## config.mk

```make
export PLATFORM = sky130hd
export DESIGN_NAME = spbq_ctrl
export DESIGN_NICKNAME = d
export VERILOG_FILES = /design/src/rtl/spbq_pkg.sv /design/src/rtl/spbq_ctrl.sv
export SDC_FILE = /design/constraint.sdc
export NUM_CORES = 1
export LEC_CHECK = 0
export BUFFER_PORTS_ARGS = -buffer_cell sky130_fd_sc_hd__buf_2
export CORE_AREA = 2 2 39 41
export DETAILED_ROUTE_END_ITERATION = 7
export DIE_AREA = 0 0 41 43
export SETUP_SLACK_MARGIN = 0.05
export SLEW_MARGIN = 20
export SYNTH_ARGS = -nofsm -noshare
export SYNTH_HDL_FRONTEND = slang
export SYNTH_SLANG_ARGS = --single-unit
```

## constraint.sdc

```tcl
create_clock -name clk -period 0.96 [get_ports clk]
set_clock_uncertainty 0.2 [all_clocks]
set_input_delay 0.048 -clock clk [delete_from_list [all_inputs] [get_ports clk]]
set_output_delay 0.048 -clock clk [all_outputs]
set_load 0.03 [all_outputs]
```

## src/rtl/spbq_pkg.sv

```systemverilog
package spbq_pkg;

  // Queue geometry
  localparam int NUM_BANDS  = 8;
  localparam int BAND_DEPTH = 64;

  localparam int BAND_W  = $clog2(NUM_BANDS);
  localparam int PTR_W   = $clog2(BAND_DEPTH);
  localparam int CNT_W   = $clog2(BAND_DEPTH + 1);
  // total may reach min(limit, BAND_DEPTH) + 1 across bands
  localparam int TOT_W   = $clog2(BAND_DEPTH + 2);
  localparam int LIMIT_W = 7;
  localparam int CMP_W   = (TOT_W > LIMIT_W) ? TOT_W : LIMIT_W;

  // Beat fields
  localparam int CMD_W    = 2;
  localparam int CODE_W   = 5;
  localparam int PKT_W    = 16;
  localparam int STATUS_W = 3;

  // Register port
  localparam int CFG_AW = 3;
  localparam int CFG_DW = 32;
  localparam logic [LIMIT_W-1:0] LIMIT_RESET = LIMIT_W'(64);
  localparam logic REG_IDX_LIMIT = 1'b0;

  typedef enum logic [CMD_W-1:0] {
    CMD_ENQ    = 2'd0,
    CMD_DEQ_LO = 2'd1,
    CMD_DEQ_HI = 2'd2,
    CMD_PEEK   = 2'd3
  } cmd_t;

  typedef enum logic [STATUS_W-1:0] {
    ST_ENQ   = 3'd0,
    ST_OVER  = 3'd1,
    ST_FULL  = 3'd2,
    ST_DEQ   = 3'd3,
    ST_PEEK  = 3'd4,
    ST_EMPTY = 3'd5
  } status_t;

  typedef enum logic [1:0] {
    S_IDLE,
    S_EXEC,
    S_DONE
  } state_t;

  // Controller to datapath commands
  typedef struct packed {
    logic capture;
    logic execute;
    logic load_out;
  } dp_cmd_t;

  // Ring pointer advance with wrap at the band depth
  function automatic logic [PTR_W-1:0] next_slot(input logic [PTR_W-1:0] p);
    if (p == PTR_W'(BAND_DEPTH - 1)) begin
      return '0;
    end
    return p + 1'b1;
  endfunction

endpackage

```

## src/rtl/spbq_ctrl.sv

```systemverilog
module spbq_ctrl (
  input  logic              clk,
  input  logic              rst_n,
  input  logic              in_valid,
  output logic              in_ready,
  output logic              out_valid,
  input  logic              out_ready,
  output spbq_pkg::dp_cmd_t dp_cmd
);
  import spbq_pkg::*;

  state_t state_r, state_nxt;
  logic   out_valid_r, out_valid_nxt;

  // State and output-valid registers
  always_ff @(posedge clk) begin
    if (!rst_n) begin
      state_r     <= S_IDLE;
      out_valid_r <= 1'b0;
    end else begin
      state_r     <= state_nxt;
      out_valid_r <= out_valid_nxt;
    end
  end

  // Next state and commands
  always_comb begin
    state_nxt     = state_r;
    out_valid_nxt = out_valid_r;
    in_ready      = 1'b0;
    dp_cmd        = '0;
    if (out_valid_r && out_ready) begin
      out_valid_nxt = 1'b0;
    end
    case (state_r)
      S_IDLE: begin
        // no beat is taken while reset is held
        in_ready = rst_n;
        if (in_valid && in_ready) begin
          dp_cmd.capture = 1'b1;
          state_nxt      = S_EXEC;
        end
      end
      S_EXEC: begin
        dp_cmd.execute = 1'b1;
        state_nxt      = S_DONE;
      end
      S_DONE: begin
        // wait for the output register to free up
        if (!out_valid_r || out_ready) begin
          dp_cmd.load_out = 1'b1;
          out_valid_nxt   = 1'b1;
          state_nxt       = S_IDLE;
        end
      end
      default: begin
        state_nxt = S_IDLE;
      end
    endcase
  end

  assign out_valid = out_valid_r;

endmodule

```

==> flow_summary.toml <==
[clock_tree]
cts_root_buffer = "clkbuf_4"
cts.sinks = 3
cts_buffer_depth = 2
clk_latency_ps = 240
cts_tree = "done"
cts_buffers = 3
post_cts_buffers = 0
clk_pin_slew_ps = 40
h-tree-depth = 1

[finish]
antenna_cells = 0
final_cells = 44
n_fill_cell = 148
drive_gt1_share_pct = 75.0
nNetsFinal = 33
area_growth_pct = 103

[worst_setup_path]
critPathKind = "register to output pin"
cp.depth = 3
required_ps = 710
cp-end-kind = "output pin"
endpoint = "dp_cmd[2]"
slowest_stage = "dfxtp_2"
crit_fanout = 4
r2r_cells = 3
worstPathCellList = "nor3b_4, and2_4, buf_6"
arrival_ps = 1060
max_stage_delay_ps = 330
worstSetupStartpoint = "state_r[1]$_SDFFE_PN0P_"
rr_startpoint = "state_r[1]$_SDFFE_PN0P_"
worstSetupStartpointType = "register"
critPathBufInv = 1
cp_top_family = "simple AND/OR/NAND/NOR gates"
reg2reg_slack_ps = -100
r2r_end = "state_r[0]$_SDFFE_PN0P_"

[synthesis]
synth_cell_types = 10
yosysMostFrequentCell = "dfxtp_1"
synth_edf_count = 0
ys_seq_area_share_pct = 40.3
syn_inst = 14
synth_area_um2 = 149
yosys_most_used_dff = "dfxtp_1"
ys_seq_elements = 3
synth_top_area_share_pct = 40.3
synthTopCellsByCount = "dfxtp_1 (3), and2_1 (2), nand2b_1 (2)"
synth.avg_cell_area_um2 = 10.6
synth-async-reset-ratio_pct = 0
yosysTopAreaCell = "dfxtp_1"
synth_area_leaders = "dfxtp_1 (40%), and2_1 (8.4%), and4bb_1 (8.4%), nand2b_1 (8.4%), nor3b_2 (8.4%)"
syn-num-nets = 18
yosys_warnings = 0

[floorplanning]
fp.dieW_um = 41
dieArea_mm2 = 0.00176
ios = 9
row_count = 14
initial_core_util_pct = 10.8
fp.coreArea_mm2 = 0.00138
die_h_um = 43

[routing]
drtIter0Drc = 2
wire_per_inst_um = 8.98
drtAntennaViolNets = 0
drt_wl_total_um = 395
via_per_inst = 3.41
drc_errors = 0
num_vias = 150
drt_pre_antenna_iters = 2

[timing]
setup_viol = 7
layout_min_cycle_time_ps = 1310
rsz0062_at_grt = "yes"
drv_slew = 0
fin_crit_sh_pct = 137
finalSetupTns_ps = -1520
tightest_slew_ps = 160
holdWs_ps = -139
slew_headroom_pct = 89.3
hold_viol = 3
max_freq_ghz = 0.762
setup_slack_ps = -352

[power_and_ir_drop]
power_density_mw_per_mm2 = 1560
vdd_drop_max_mv = 0.549
power_uw = 471
leakagePower_nw = 0.141

[place]
gp_congestion = 0.683
placedCellCount = 40
port_buffers = 8

[min_path]
min_path_cells = 2
hold_class = "input pin to register"

[global_route]
grt_pass1_wl_um = 655
antenna_found_initial = 0
grt_overflow = 0
grt_util_all_layers_pct = 6.22
grt_max_degree = 5
grt_pass1_vias = 153

[status]
status = "finished with violations"
violations = "negative hold slack, negative setup slack"

[job]
drv_cap = 0
## cells in the final DEF, fill, tap and decap left out, types with 2 or more instances in the layout
cell type,n
buf_2,3
buf_4,3
buf_6,5
clkbuf_4,3
dfxtp_2,3
nand2b_1,2
## worst reg2reg max path, stage by stage, from the launching register on
cell and delay (ps):
dfxtp_2 330, nor3b_4 210, buf_4 140, and2_1 110
## kinds of logic after synthesis
family	share of synthesized area, %
flip-flops	40.3
AO/OA/AOI/OAI	10.1
buffers and inverters	5.04
AND/OR/NAND/NOR	44.5
## cell type report
| class | instances | area [um2] | share of cell area (%) |
|---|---|---|---|
| multi-input cells | 10 | 97.6 | 32.4 |
| well taps | 16 | 20.0 | 6.64 |
| flip-flops and latches | 3 | 63.8 | 21.2 |
| repair buffers | 11 | 93.8 | 31.1 |
| clock buffers | 4 | 26.3 | 8.71 |
## metal layers
| layer | global-route usage, % | share of wire [%] |
|---|---|---|
| met1 | 8.01 | 56 |
| met2 | 5.94 | 31 |
| met3 | 6.28 | 13 |
| met4 | 4.00 | 0 |
| met5 | 0 | 0 |
## registers in the layout (all words and copies together) (netlist names)
name / cells
out_valid: 1
state_r: 2
## power breakdown
group,leakage (nW),switching [mW],internal [mW]
Combinational,0.100,0.0441,0.0545
Sequential,0.0258,0.00760,0.132
Clock,0.0150,0.0760,0.156
Total,0.141,0.128,0.343
## what timing repair did
| action | 4_1_cts | 5_1_grt |
|---|---|---|
| hold endpoints to repair | 3 | 3 |
| gates cloned | 0 | 0 |
| pin swaps | 0 | 2 |
| resized for setup | 11 | 1 |
| endpoints found under the setup margin | 8 | 8 |
## metrics by stage
stage               util [%]  instance area (um2)  setup WS, ps  hold slack, ps
floorplan                  -                  168          -276           -34.5
global placement        17.5                  243          -137             104
detailed placement      17.5                  243          -146            91.9
CTS                     21.8                  302          -361            -148
global route            21.8                  302          -416            -144
finish                  21.8                  302          -352            -139
## worst min-delay path by stage
stage | start | to | slack, ps
2_1_floorplan | rst_n | state_r[1]$_SDFFE_PN0P_ | -30
3_3_place_gp | in_valid | state_r[0]$_SDFFE_PN0P_ | 100
3_5_place_dp | in_valid | state_r[0]$_SDFFE_PN0P_ | 90
4_1_cts | in_valid | state_r[0]$_SDFFE_PN0P_ | -150
5_1_grt | in_valid | state_r[0]$_SDFFE_PN0P_ | -140
6_report | in_valid | state_r[0]$_SDFFE_PN0P_ | -140
(Power assumes the default switching activity.)
